**config.mk**
```make
export PLATFORM = sky130hd
export DESIGN_NAME = grid_line_cell_tracer_top
export DESIGN_NICKNAME = d
export VERILOG_FILES = /design/src/hdl/glct_pkg.sv /design/src/hdl/glct_fifo.sv /design/src/hdl/glct_front.sv /design/src/hdl/glct_back.sv /design/src/hdl/grid_line_cell_tracer_top.sv
export SDC_FILE = /design/constraint.sdc
export NUM_CORES = 1
export LEC_CHECK = 0
export ABC_AREA = 1
export ABC_CLOCK_PERIOD_IN_PS = 10950
export BUFFER_PORTS_ARGS = -buffer_cell sky130_fd_sc_hd__buf_2
export CORE_ASPECT_RATIO = 1.75
export CORE_MARGIN = 5
export CORE_UTILIZATION = 46
export CTS_CLUSTER_SIZE = 40
export DETAILED_ROUTE_END_ITERATION = 7
export PLACE_DENSITY = 0.7
export SETUP_SLACK_MARGIN = 0.15
export SYNTH_ARGS = -nofsm -noshare
export SYNTH_HDL_FRONTEND = slang
export SYNTH_HIERARCHICAL = 1
export SYNTH_SLANG_ARGS = --single-unit
export TNS_END_PERCENT = 10
```
**constraint.sdc**
```tcl
create_clock -name clk -period 10.95 [get_ports clk]
set_input_delay 2.19 -clock clk [delete_from_list [all_inputs] [get_ports clk]]
set_output_delay 2.19 -clock clk [all_outputs]
set_load 0.05 [all_outputs]
```
**src/hdl/glct_pkg.sv**
```systemverilog
// Shared types and constants of the grid line cell tracer.
// Used by the front classifier, the back stepper and the top level.
`default_nettype none

package glct_pkg;

  localparam int COORD_W = 6;
  // Error term: holds values between minus half and plus half the major delta.
  localparam int ERR_W   = COORD_W + 2;

  typedef logic [COORD_W-1:0] coord_t;
  typedef logic signed [ERR_W-1:0] err_t;

  // One classified line, ready for the stepper.
  typedef struct packed {
    logic   steep;      // y is the major axis
    logic   skip_first; // ends were swapped: first visited cell is the end cell
    logic   neg;        // minor coordinate steps downward
    coord_t a_start;    // major coordinate of the first visited cell
    coord_t a_stop;     // major coordinate of the last emitted cell
    coord_t b_start;    // minor coordinate of the first visited cell
    coord_t dmaj;
    coord_t dmin;
  } job_t;

  typedef struct packed {
    coord_t x;
    coord_t y;
    logic   last;
  } cell_t;

  typedef struct packed {
    logic idle;
  } back_stat_t;

endpackage

`default_nettype wire

```
**src/hdl/glct_fifo.sv**
```systemverilog
// Two-entry register queue of generic width.
// Standalone; used for the job queue and the result queue.
`default_nettype none

module glct_fifo #(
  parameter int WIDTH = 8
) (
  input  wire logic             clk,
  input  wire logic             rst_n,
  input  wire logic             push,
  input  wire logic [WIDTH-1:0] wr_data,
  output logic                  full,
  input  wire logic             pop,
  output logic [WIDTH-1:0]      rd_data,
  output logic                  empty
);

  logic [WIDTH-1:0] mem_r [2];
  logic             wr_ptr_r, wr_ptr_nxt;
  logic             rd_ptr_r, rd_ptr_nxt;
  logic [1:0]       cnt_r, cnt_nxt;
  logic             do_push, do_pop;

  assign full    = (cnt_r == 2'd2);
  assign empty   = (cnt_r == 2'd0);
  assign do_push = push && !full;
  assign do_pop  = pop && !empty;
  assign rd_data = mem_r[rd_ptr_r];

  always_comb begin
    wr_ptr_nxt = do_push ? !wr_ptr_r : wr_ptr_r;
    rd_ptr_nxt = do_pop ? !rd_ptr_r : rd_ptr_r;
    cnt_nxt    = cnt_r;
    if (do_push && !do_pop) begin
      cnt_nxt = cnt_r + 2'd1;
    end else if (do_pop && !do_push) begin
      cnt_nxt = cnt_r - 2'd1;
    end
  end

  always_ff @(posedge clk) begin
    if (!rst_n) begin
      wr_ptr_r <= 1'b0;
      rd_ptr_r <= 1'b0;
      cnt_r    <= 2'd0;
    end else begin
      wr_ptr_r <= wr_ptr_nxt;
      rd_ptr_r <= rd_ptr_nxt;
      cnt_r    <= cnt_nxt;
    end
  end

  always_ff @(posedge clk) begin
    if (do_push) begin
      mem_r[wr_ptr_r] <= wr_data;
    end
  end

endmodule

`default_nettype wire

```
**src/hdl/glct_front.sv**
```systemverilog
// Front classifier: range check, major axis choice and end swap of a request.
// Depends on glct_pkg; feeds the job queue.
`default_nettype none

module glct_front #(
  parameter int GRID_SIDE = 64
) (
  input  wire logic              req_valid,
  input  wire glct_pkg::coord_t  start_x,
  input  wire glct_pkg::coord_t  start_y,
  input  wire glct_pkg::coord_t  end_x,
  input  wire glct_pkg::coord_t  end_y,
  input  wire logic              job_full,
  output logic                   req_full,
  output logic                   job_push,
  output glct_pkg::job_t         job
);

  localparam logic [glct_pkg::COORD_W:0] SIDE = (glct_pkg::COORD_W+1)'(GRID_SIDE);

  glct_pkg::coord_t adx, ady;
  glct_pkg::coord_t s_maj, s_min, e_maj, e_min;
  glct_pkg::coord_t a0, a1, b0, b1;
  logic             steep, swap, in_grid;

  always_comb begin
    adx   = (end_x > start_x) ? end_x - start_x : start_x - end_x;
    ady   = (end_y > start_y) ? end_y - start_y : start_y - end_y;
    steep = ady > adx;
    s_maj = steep ? start_y : start_x;
    s_min = steep ? start_x : start_y;
    e_maj = steep ? end_y : end_x;
    e_min = steep ? end_x : end_y;
    // Swap so that the major coordinate ascends.
    swap  = s_maj > e_maj;
    a0    = swap ? e_maj : s_maj;
    a1    = swap ? s_maj : e_maj;
    b0    = swap ? e_min : s_min;
    b1    = swap ? s_min : e_min;

    in_grid = ({1'b0, start_x} < SIDE) && ({1'b0, start_y} < SIDE) &&
              ({1'b0, end_x} < SIDE) && ({1'b0, end_y} < SIDE);

    job.steep      = steep;
    job.skip_first = swap;
    job.neg        = !(b0 < b1);
    job.a_start    = a0;
    // Without a swap the end cell is the final one visited: stop one short.
    job.a_stop     = swap ? a1 : a1 - glct_pkg::COORD_W'(1);
    job.b_start    = b0;
    job.dmaj       = a1 - a0;
    job.dmin       = (b1 > b0) ? b1 - b0 : b0 - b1;
  end

  assign req_full = job_full;
  // Drop requests outside the grid and zero-length lines.
  assign job_push = req_valid && !job_full && in_grid && (job.dmaj != '0);

endmodule

`default_nettype wire

```
**src/hdl/glct_back.sv**
```systemverilog
// Back stepper: walks one classified line a cell per cycle, while the result queue has room, with the error term.
// Depends on glct_pkg; pops the job queue and pushes the result queue.
`default_nettype none

module glct_back (
  input  wire logic            clk,
  input  wire logic            rst_n,
  input  wire logic            job_empty,
  input  wire glct_pkg::job_t  job,
  output logic                 job_pop,
  input  wire logic            cell_full,
  output logic                 cell_push,
  output glct_pkg::cell_t      step_cell,
  output glct_pkg::back_stat_t status
);

  typedef enum logic [1:0] {
    ST_IDLE = 2'b01,
    ST_RUN  = 2'b10
  } state_t;

  state_t           state_r, state_nxt;
  logic             steep_r, skip_r, neg_r;
  glct_pkg::coord_t a_r, a_stop_r, b_r, dmaj_r, dmin_r;
  glct_pkg::err_t   err_r, err_add;
  logic             step_minor, is_last, advance;
  glct_pkg::coord_t b_step;

  always_comb begin
    err_add    = err_r + $signed({2'b00, dmin_r});
    step_minor = $signed({err_add, 1'b0}) >= $signed({3'b000, dmaj_r});
    b_step     = neg_r ? b_r - glct_pkg::COORD_W'(1) : b_r + glct_pkg::COORD_W'(1);
    is_last    = (a_r == a_stop_r);
    advance    = (state_r == ST_RUN) && (skip_r || !cell_full);
  end

  assign job_pop        = (state_r == ST_IDLE) && !job_empty;
  assign cell_push      = (state_r == ST_RUN) && !skip_r && !cell_full;
  assign step_cell.x    = steep_r ? b_r : a_r;
  assign step_cell.y    = steep_r ? a_r : b_r;
  assign step_cell.last = is_last;
  assign status.idle    = (state_r == ST_IDLE);

  always_comb begin
    state_nxt = state_r;
    unique case (state_r)
      ST_IDLE: begin
        if (job_pop) state_nxt = ST_RUN;
      end
      ST_RUN: begin
        if (cell_push && is_last) state_nxt = ST_IDLE;
      end
      default: state_nxt = ST_IDLE;
    endcase
  end

  always_ff @(posedge clk) begin
    if (!rst_n) begin
      state_r <= ST_IDLE;
    end else begin
      state_r <= state_nxt;
    end
  end

  always_ff @(posedge clk) begin
    if (job_pop) begin
      steep_r  <= job.steep;
      skip_r   <= job.skip_first;
      neg_r    <= job.neg;
      a_r      <= job.a_start;
      a_stop_r <= job.a_stop;
      b_r      <= job.b_start;
      dmaj_r   <= job.dmaj;
      dmin_r   <= job.dmin;
      err_r    <= '0;
    end else if (advance) begin
      // Minor coordinate moves only after the current cell is taken or skipped.
      skip_r <= 1'b0;
      a_r    <= a_r + glct_pkg::COORD_W'(1);
      if (step_minor) begin
        b_r   <= b_step;
        err_r <= err_add - $signed({2'b00, dmaj_r});
      end else begin
        err_r <= err_add;
      end
    end
  end

endmodule

`default_nettype wire

```
**src/hdl/grid_line_cell_tracer_top.sv**
```systemverilog
// Grid line cell tracer: a request names a start and an end cell; the block
// returns the Bresenham cells between start and end in ascending major
// coordinate, leaving out the end cell, with last on the final cell. Requests
// with a coordinate outside the grid, or with start equal to end, give no
// result. The front takes one request per cycle while its two-entry job queue
// has room; the back stepper first loads a job, then walks its cells in
// order, emitting max(|dx|,|dy|) cells, and first visits and skips the end cell
// when it lies at the low end of the major axis. Requests are walked one at a
// time by the single stepper, while the front queues new ones. Results wait in
// a two-entry queue, so the stepper stalls only while that queue is full.
`default_nettype none

module grid_line_cell_tracer_top #(
  parameter int GRID_SIDE = 64
) (
  input  wire logic                   clk,
  input  wire logic                   rst_n,
  input  wire logic                   push,
  output logic                        full,
  input  wire logic [glct_pkg::COORD_W-1:0] in_start_x,
  input  wire logic [glct_pkg::COORD_W-1:0] in_start_y,
  input  wire logic [glct_pkg::COORD_W-1:0] in_end_x,
  input  wire logic [glct_pkg::COORD_W-1:0] in_end_y,
  output logic                        empty,
  input  wire logic                   pop,
  output logic [glct_pkg::COORD_W-1:0] out_cell_x,
  output logic [glct_pkg::COORD_W-1:0] out_cell_y,
  output logic                        out_last
);

  localparam int JOB_W  = $bits(glct_pkg::job_t);
  localparam int CELL_W = $bits(glct_pkg::cell_t);

  glct_pkg::job_t       job_in, job_out;
  logic [JOB_W-1:0]     job_in_bits, job_out_bits;
  logic                 job_push, job_full, job_pop, job_empty;
  glct_pkg::cell_t      cell_in, cell_out;
  logic [CELL_W-1:0]    cell_in_bits, cell_out_bits;
  logic                 cell_push, cell_full;
  glct_pkg::back_stat_t back_stat;

  glct_front #(
    .GRID_SIDE (GRID_SIDE)
  ) u_front (
    .req_valid (push),
    .start_x   (in_start_x),
    .start_y   (in_start_y),
    .end_x     (in_end_x),
    .end_y     (in_end_y),
    .job_full  (job_full),
    .req_full  (full),
    .job_push  (job_push),
    .job       (job_in)
  );

  assign job_in_bits = job_in;

  glct_fifo #(
    .WIDTH (JOB_W)
  ) u_job_q (
    .clk     (clk),
    .rst_n   (rst_n),
    .push    (job_push),
    .wr_data (job_in_bits),
    .full    (job_full),
    .pop     (job_pop),
    .rd_data (job_out_bits),
    .empty   (job_empty)
  );

  assign job_out = job_out_bits;

  glct_back u_back (
    .clk       (clk),
    .rst_n     (rst_n),
    .job_empty (job_empty),
    .job       (job_out),
    .job_pop   (job_pop),
    .cell_full (cell_full),
    .cell_push (cell_push),
    .step_cell (cell_in),
    .status    (back_stat)
  );

  assign cell_in_bits = cell_in;

  glct_fifo #(
    .WIDTH (CELL_W)
  ) u_cell_q (
    .clk     (clk),
    .rst_n   (rst_n),
    .push    (cell_push),
    .wr_data (cell_in_bits),
    .full    (cell_full),
    .pop     (pop),
    .rd_data (cell_out_bits),
    .empty   (empty)
  );

  assign cell_out   = cell_out_bits;
  assign out_cell_x = cell_out.x;
  assign out_cell_y = cell_out.y;
  assign out_last   = cell_out.last;

  // Result queue comes out of reset empty.
  assert property (@(posedge clk) !rst_n |=> empty)
    else $error("result queue not empty after reset");

  // The stepper returns to idle right after the final cell of a line.
  assert property (@(posedge clk) disable iff (!rst_n)
    (cell_push && cell_in.last) |=> back_stat.idle)
    else $error("stepper still busy after last cell");

  // Every emitted cell lies inside the grid.
  assert property (@(posedge clk) disable iff (!rst_n)
    cell_push |-> (({1'b0, cell_in.x} < (glct_pkg::COORD_W+1)'(GRID_SIDE)) &&
                   ({1'b0, cell_in.y} < (glct_pkg::COORD_W+1)'(GRID_SIDE))))
    else $error("emitted cell outside the grid");

endmodule

`default_nettype wire
```
* Word-level counts from Yosys, hierarchy flattened
Memories as Yosys holds them, arrays and structs flattened. A register that Yosys moved wholly into a read port is not among the register bits.
Cells that the tools add are included.
** Word-level totals
- Register bits after elaboration :: 51
- RAM bits :: 92
- Input port bits :: 28
- Output and inout bits :: 15
- Word-level logic and storage cells :: 126
- Memories :: 2
** Memory list
- u_job_q.mem_r :: words 2, width 33, read ports 1, clocked after memory_dff 1, wr ports 1, RTL line glct_fifo.sv:18 : logic [WIDTH-1:0] mem_r [2];
- u_cell_q.mem_r :: words 2, width 13, read ports 1, clocked after memory_dff 1, wr ports 1, RTL line glct_fifo.sv:18
** Cells by class
- Add/subtract/negate cells :: 17
- Magnitude comparators :: 7
- Eq/ne operators :: 7
- Muxes and demuxes :: 38
- Reductions and logical operators :: 39
** Operators with widths (number)
- two-way mux 6 bit :: 20
- subtractor 6 bit :: 7
- > comparator 6 bit :: 5
- logical AND 1 bit :: 15
- logical NOT 1 bit :: 14
- adder 6 x 1 -> 6 bit, second input constant :: 2
- two-way mux 2 bit :: 6
- subtractor 6 x 1 -> 6 bit, second input constant :: 2
- two-way mux 1 bit :: 10
- greater-or-equal comparator 9 x 7 -> 1 bit :: 1
- adder 8 x 7 -> 8 bit :: 1
- two-way mux 8 bit :: 1
- nonzero test 2 bit :: 4
- subtractor 8 x 7 -> 8 bit :: 1
- equality test 2 bit, second input constant :: 3
- equality test 6 bit :: 1
- < comparator 6 bit :: 1
- nonzero test 6 bit :: 1
- adder 2 x 1 -> 2 bit, second input constant :: 2
- logical NOT 2 bit :: 2
- one-hot mux 2 bit (2 select lines) :: 1
- AND reduction 2 bit :: 2
- subtractor 2 x 1 -> 2 bit, second input constant :: 2
- equality test 2 x 1 -> 1 bit, second input constant :: 1
- 3 further kinds :: 3

* Logic depth before layout (Yosys ltp)
Gate-level depths: netlist of run 1.
- Depth after elaboration :: 14
- Mapped depth :: 53
- Gate-level depth less buffers :: 50

* Cells and area by module
Netlist of run 1, hierarchy kept.
** By module, submodules not included
- glct_back :: times used 1, cells each 348, area an instance 2841.5 um^2, sequential area each 1191.1 um^2
- glct_fifo (u_job_q) :: times used 1, cells each 141, area an instance 2782.7 um^2, sequential area each 2082.0 um^2
- glct_front :: times used 1, cells each 456, area an instance 2748.9 um^2, sequential area each 0.0 um^2
- glct_fifo (u_cell_q) :: times used 1, cells each 78, area an instance 1186.1 um^2, sequential area each 880.8 um^2

* Least setup slack after synthesis of run 1
No wires, ideal clock.
- Path kind :: input-to-reg
- Start :: in in_end_y[0] (netlist bit)
- End :: mem u_job_q/mem_r[1][0] (netlist bit) (enable)
- Setup time :: 423 ps
- Data arrival time :: 9145 ps
- Required time :: 10527 ps
- Setup slack :: 1382 ps
- Stages on the path :: 44
- Buffers on the path :: 5
- Path through :: inv_1 -> ha_1 -> inv_1 -> fa_1 -> a221o_1 -> a221oi_1 -> a41o_1 -> clkbuf_1 -> o211ai_1 -> o21ai_0 -> xor2_1 -> inv_1 -> ha_1 -> nand2_2 -> inv_1 -> nand2_1 -> nand3_4 -> nand2_4 -> [... 8 more ...] -> nor2_1 -> nand2_4 -> nand2_4 -> nand2_1 -> nand2_2 -> nand2_1 -> ha_1 -> inv_1 -> nand2_2 -> nand2_1 -> nand2_1 -> nand2_1 -> nand2_1 -> nand3_1 -> nor2_1 -> nor2_1 -> o21ai_2 -> nor2_1
** On the way
- Word-level cells in the longest chain between the ends :: 12
- Elaborated cells on any way between the ends :: 16
- Classes of those cells :: 3 x add/sub; 3 x order compare; 7 x mux; 3 x reduce/logical
** Ends and longest elaborated chain
- start, declared :: RTL line grid_line_cell_tracer_top.sv:23 : input wire logic [glct_pkg::COORD_W-1:0] in_end_y,
- subtractor 6 bit / > comparator 6 bit (equally long branches) :: RTL line glct_front.sv:28 : ady = (end_y > start_y) ? end_y - start_y : start_y - end_y;
- two-way mux 6 bit :: RTL line glct_front.sv:28
- > comparator 6 bit :: RTL line glct_front.sv:29 : steep = ady > adx;
- two-way mux 6 bit (on tied branches) :: RTL line glct_front.sv:30, glct_front.sv:32
- > comparator 6 bit :: RTL line glct_front.sv:35 : swap = s_maj > e_maj;
- two-way mux 6 bit (on tied branches) :: RTL line glct_front.sv:37, glct_front.sv:36
- subtractor 6 bit (*) :: RTL line glct_front.sv:51 : job.dmaj = a1 - a0;
- nonzero test 6 bit (*) :: RTL line glct_front.sv:57 : assign job_push = req_valid && !job_full && in_grid && (job.dmaj != '0);
- logical AND 1 bit (*) :: RTL line glct_front.sv:57
- net job_push :: RTL line grid_line_cell_tracer_top.sv:36 : logic job_push, job_full, job_pop, job_empty;
- logical AND 1 bit (*) :: RTL line glct_fifo.sv:26 : assign do_push = push && !full;
- two-way mux 1 bit (*) :: RTL line glct_fifo.sv:54 : if (do_push) begin
- two-way mux 1 bit (implied by the code) (*) :: RTL line glct_fifo.sv:55 : mem_r[wr_ptr_r] <= wr_data;
- end, declared :: RTL line glct_fifo.sv:18
Mark *: on every way through the listed nets, which the timed path passes. The rest lies on a longest branch.

==> parameters.txt, run 1 <==
Parameter                              Value

Outcome
  Status    complete, no violations

Setup path
  Crit path required time    11.11 ns
  Critical path type    in -> reg
  Crit-path max FO    49
  Startpoint type of the worst setup path    input port
  Dominant cell type by count on the critical path    o21ai_0
  Largest stage delay, worst path    0.38 ns
  Crit path buf inv count    6
  Highest-delay cell along the critical path    fa_1
  Data arrival time of the critical path    9.32 ns
  Endpoint type of the worst setup path    register
  Kind of cell adding the most delay to the critical path    compound AO/OA/AOI/OAI gates

Die
  Full die area    23900 sq um
  Initial Utilization    46.9%
  Number of placement rows    69
  Die Width    119 um
  Vert. Die Dim    201 um
  Number of primary I/O pins    43
  Area of the placeable core    20400 sq um

Timing
  Total negative setup slack    0 ns
  Post-route clock skew    0.00655 ns
  Peak Freq    0.109 GHz
  Final count of hold timing violations    0
  Pins over their slew limit    0
  Minimum clock period    9.16 ns
  Relative slew slack    27.8%
  Worst slew pin tran    1.08 ns
  Portion of the clock cycle consumed by the worst path in the final layout    83.6%
  Unrepaired setup endpoints after global routing    no
  # setup viols final    0

Cells and area
  Most used cells in the layout excluding fill and tap cells    nand2_1 (207), inv_1 (162), edfxtp_1 (125)
  Design area    10500 sq um
  Ratio of cells with drive above 1 in the final layout    17.1%
  Fill cells    1873
  Count of inserted antenna diode cells    0
  Net total in the final layout    1169
  Area growth from synthesis to layout    9.50%
  Commonest non-fill, non-tap cell in the layout    nand2_1

Synth
  FFs w/ async S/R, synth    0%
  Distinct cells, synth    50
  Top cells by area in the synthesized netlist    edfxtp_1 (39%), ha_1 (9.2%), nand2_1 (8.1%), inv_1 (6.4%), mux2_4 (4.7%)
  Proportion of synthesized chip area in sequential cells    43.5%
  Mapped cell area    9560 sq um
  Portion of synthesized cell area occupied by the leading cell type    39.3%
  Number of enable-type register cells in the synthesized netlist    125
  Syn avg cell area    9.34 sq um
  Cell type with the highest aggregate area in the netlist    edfxtp_1
  Most instantiated flip-flop cell in the synthesis netlist    edfxtp_1
  Syn Nets    1130
  Yosys Warn Count    6
  Synthesis-stage register bit count    145
  Post-Synthesis Cells    1023

Detailed routing
  Post-route DRC    0
  Number of search-and-repair iterations in the first detailed-routing pass    5
  Antenna violation net count after detailed routing    0
  Via/cell ratio    5.13
  Post-DR wirelength/cell    14.7 um
  Overall via count from detail_route    6792
  First-iteration detailed-routing DRC count    363
  Post-detailed-routing wire length    19.4 mm

Place
  HPWL after DPL    15.6 mm
  Dpl cell area    9920 sq um
  Number of buffers added on ports    42
  Routability congestion estimate    1.02

Clock tree
  # resized after CTS    0
  Root buf cell    clkbuf_16
  CTS Buf Count    17
  Clock Pin Slew Worst Setup and Hold Paths    0.06 ns
  Clock latency of the later-clocked register in the worst-skew pair    0.43 ns
  Number of buffers inserted by hold repair at cts    0
  H-tree levels    4
  Worst-case clock buffer depth    2
  Post-CTS Setup Inserts    0
  CTS sink cnt    145
  CTS tree    built

Global routing
  Pin count of the biggest net entering global routing    50
  Residual overflow from global routing    0
  First-pass GRT wire length    31.8 mm
  Number of antenna violations at the first check in global routing    0
  Vias in the first global route    6814
  All-Layer GR Usage    16.7%

Flow run
  Max Cap Violations    0

Min path
  Hold/Removal Path Class    reg -> reg
through the flow:
stage / hold slack (ns) / utilization [%] / cells / setup slack, ns
floorplan: 0.430 / - / 1023 / 1.38
global placement: 0.448 / 48.7 / 1291 / 1.64
detailed placement: 0.464 / 48.7 / 1291 / 1.43
CTS: 0.472 / 51.4 / 1323 / 1.87
global route: 0.488 / 51.4 / 1323 / 1.07
finish: 0.470 / 51.4 / 1323 / 1.79
state kept, by name (all words and copies together), names as in the netlist, 6 cells and up, named ones only:
register         count
u_job_q/mem_r       66
u_cell_q/mem_r      26
u_back/err_r         8
u_back/a_r           6
u_back/a_stop_r      6
u_back/b_r           6
u_back/dmaj_r        6
u_back/dmin_r        6
path summary, 6_finish.rpt:
check / startpoint / endpoint / slack [ns] / depth (start not counted)
hold reg to reg: u_back/err_r[0] / u_back/err_r[0] / 0.47 / 2
setup / recovery: in_end_x[0] / u_job_q/mem_r[1][5] / 1.79 / 35
setup reg to reg: u_back/dmin_r[0] / u_back/b_r[4] / 7.79 / 10
hold / removal: u_back/err_r[0] / u_back/err_r[0] / 0.47 / 2
metal layers:
metal	wire length, um	vias up	track usage [%]
met1	6800	3105	15.7
li1	-	3470	-
met2	11000	165	32.9
met4	997	0	10.3
met3	619	52	2.54
met5	0	-	0
layout make-up:
class	instances	area [sq um]	share of cell area (%)
tap	248	310	2.96
clock inverter	15	125	1.20
multi-input combinational	684	4580	43.7
sequential	145	4160	39.7
clock buffer	17	425	4.06
inverter	168	636	6.07
timing repair buffer	46	240	2.30
tightest hold or removal path, cell delays in order (launching register included):
cell and delay (ns):
dfxtp_1 0.31, nand2_1 0.06, nand2_1 0.05
cell families after synthesis:
kind of cell,after synthesis,synth area share (%)
AND/OR/NAND/NOR,390,18.8
buffers and inverters,194,8.76
flip-flops,145,43.5
AO/OA/AOI/OAI,136,8.22
adder cells (fa/ha/maj),79,11.0
multiplexers,52,7.24
XOR/XNOR,27,2.47
cell usage after synthesis, types with 4 or more instances:
master    instances
edfxtp_1        125
fa_1              9
nand2_2          14
a211oi_1          5
inv_1           162
buf_2             5
nand2_4          10
o21ai_2           7
o21ai_1           4
a221oi_1          4
mux2_4           30
nand4_1           8
o211ai_1          5
clkbuf_1         10
a21oi_1          33
buf_4             4
ha_1             70
or2_2             6
nand3_2           5
xnor2_1           7
mux2i_1           5
dfxtp_1          20
o21ai_0          65
nor2_1           75
nand3_1          51
xor2_1           20
nand2_1         207
mux2_2           17
Power of run 1 is left out: the tool's default activity adds up to more than one toggle a clock period on the data nets, which glitch-free logic cannot reach.
==> inputs of run 2 (changes only) <==
--- a/config.mk
+++ b/config.mk
@@ -6,14 +6,14 @@
 export NUM_CORES = 1
 export LEC_CHECK = 0
 export ABC_AREA = 1
-export ABC_CLOCK_PERIOD_IN_PS = 10950
+export ABC_CLOCK_PERIOD_IN_PS = 7760
 export BUFFER_PORTS_ARGS = -buffer_cell sky130_fd_sc_hd__buf_2
 export CORE_ASPECT_RATIO = 1.75
 export CORE_MARGIN = 5
 export CORE_UTILIZATION = 46
 export CTS_CLUSTER_SIZE = 40
 export DETAILED_ROUTE_END_ITERATION = 7
-export PLACE_DENSITY = 0.7
+export PLACE_DENSITY = 0.73
 export SETUP_SLACK_MARGIN = 0.15
 export SYNTH_ARGS = -nofsm -noshare
 export SYNTH_HDL_FRONTEND = slang
==> constraint.sdc (replaced) <==
create_clock -name clk -period 7.76 [get_ports clk]
set_input_delay 1.552 -clock clk [delete_from_list [all_inputs] [get_ports clk]]
set_output_delay 1.552 -clock clk [all_outputs]
set_load 0.05 [all_outputs]
==> parameters.txt, run 2 (same netlist as run 1, synthesis figures left out) <==
Parameter                              Value

Cells and area
  Ratio of cells with drive above 1 in the final layout    26.3%
  Largest registers    u_job_q/mem_r x66, u_cell_q/mem_r x26, u_back/err_r x8
  Commonest non-fill, non-tap cell in the layout    nand2_1
  Net total in the final layout    1243
  Max reg flops    66
  Count of inserted antenna diode cells    0
  Design area    11400 sq um
  Top register by number of flip-flops    u_job_q/mem_r
  Fill cells    1695
  Area growth from synthesis to layout    19.2%
  Most used cells in the layout excluding fill and tap cells    nand2_1 (197), inv_1 (154), edfxtp_1 (125)

Detailed routing
  Overall via count from detail_route    7284
  Via/cell ratio    5.22
  Antenna violation net count after detailed routing    0
  First-iteration detailed-routing DRC count    387
  Post-detailed-routing wire length    20.2 mm
  Post-DR wirelength/cell    14.5 um
  Number of search-and-repair iterations in the first detailed-routing pass    5
  Post-route DRC    0

Setup path
  Highest-delay cell along the critical path    fa_2
  Startpoint type of the worst setup path    input port
  Largest stage delay, worst path    0.35 ns
  Dominant cell type by count on the critical path    nand2_4
  Crit path required time    7.93 ns
  Reg2reg path depth    12
  Endpoint type of the worst setup path    register
  Crit-path max FO    13
  Critical path type    in -> reg
  Data arrival time of the critical path    7.54 ns

Timing
  Worst slew pin tran    1.19 ns
  # setup viols final    0
  Worst path setup slack after routing    0.382 ns
  Post-route clock skew    0.00512 ns
  Portion of the clock cycle consumed by the worst path in the final layout    95.1%
  Unrepaired setup endpoints after global routing    yes
  Minimum clock period    7.38 ns
  Pins over their slew limit    0
  Relative slew slack    20.6%
  Final count of hold timing violations    0
  Total negative setup slack    0 ns
  Peak Freq    0.136 GHz

Clock tree
  Clock latency of the later-clocked register in the worst-skew pair    0.42 ns
  CTS tree    built
  Worst-case clock buffer depth    2
  Clock Pin Slew Worst Setup and Hold Paths    0.06 ns
  Root buf cell    clkbuf_16
  CTS Buf Count    17
  Number of buffers inserted by hold repair at cts    0
  CTS sink cnt    145
  H-tree levels    4

Global routing
  Pin count of the biggest net entering global routing    42
  Met3 global-route usage    2.40%
  Vias in the first global route    7082
  Number of antenna violations at the first check in global routing    0
  All-Layer GR Usage    16.6%
  First-pass GRT wire length    32.1 mm
  Most heavily used metal layer in global routing    met2
  Residual overflow from global routing    0
  Met1 Resource Use GR    15.4%
  Met2 track utilization from global routing    33.5%

Die
  Full die area    23900 sq um
  Vert. Die Dim    201 um
  Die Width    119 um
  Number of primary I/O pins    43
  Number of placement rows    69
  Initial Utilization    46.9%
  Area of the placeable core    20400 sq um

Place
  Dpl cell area    10500 sq um
  Number of buffers added on ports    42
  Routability congestion estimate    1.03
  HPWL after DPL    15.8 mm
  Setup WS pre-CTS    -0.334 ns

Outcome
  Status    complete, no violations

Min path
  Hold/Removal Path Class    reg -> reg
  Cell count of the worst hold path    2

Flow run
  Max Cap Violations    0
run 2: final timing paths:
kind | slack, ns | from | endpoint
setup / recovery | 0.38 | in_end_y[0] | u_job_q/mem_r[1][4]
hold / removal | 0.47 | u_back/err_r[0] | u_back/err_r[0]
setup reg to reg | 4.65 | u_back/dmin_r[0] | u_back/b_r[0]
hold reg to reg | 0.47 | u_back/err_r[0] | u_back/err_r[0]
run 2: timing repair:
item / in CTS / in global routing
endpoints found under the hold margin: 0 / 0
cloned: 0 / 3
pin swaps: 0 / 22
resized for setup: 1 / 44
buffers inserted: 0 / 15
endpoints found under the setup margin: 2 / 76
run 2: metal layers:
layer / routed length, um / share of wire, %
met5: 0 / 0
met4: 1030 / 5.1
met3: 601 / 3.0
met2: 11500 / 57
met1: 7070 / 35
run 2: area by class of cell:
class | instances | area (sq um) | share of cell area, %
Clock buffer | 18 | 429 | 3.77
Clock inverter | 12 | 120 | 1.05
Multi-Input combinational cell | 687 | 4900 | 43.0
Inverter | 168 | 649 | 5.70
Tap cell | 248 | 310 | 2.72
Timing Repair Buffer | 117 | 833 | 7.31
Sequential cell | 145 | 4160 | 36.5
run 2: worst max-delay path: cells and delay by family:
| family | cells | cell delay [ns] |
|---|---|---|
| AOI/OAI and AO/OA | 9 | 1.68 |
| adders and majority gates | 6 | 1.53 |
| and+or+nand+nor | 14 | 1.35 |
| buffers and inverters | 10 | 1.09 |
| xor gates and xnor gates | 2 | 0.31 |
run 2: per-stage QoR:
stage               hold WS [ns]  utilization (%)  std cells
floorplan                  0.430                -       1023
global placement           0.445             51.6       1347
detailed placement         0.460             51.6       1347
CTS                        0.470             54.3       1377
global route               0.492             55.9       1395
finish                     0.469             55.9       1395
Power of run 2 is left out for the same reason.
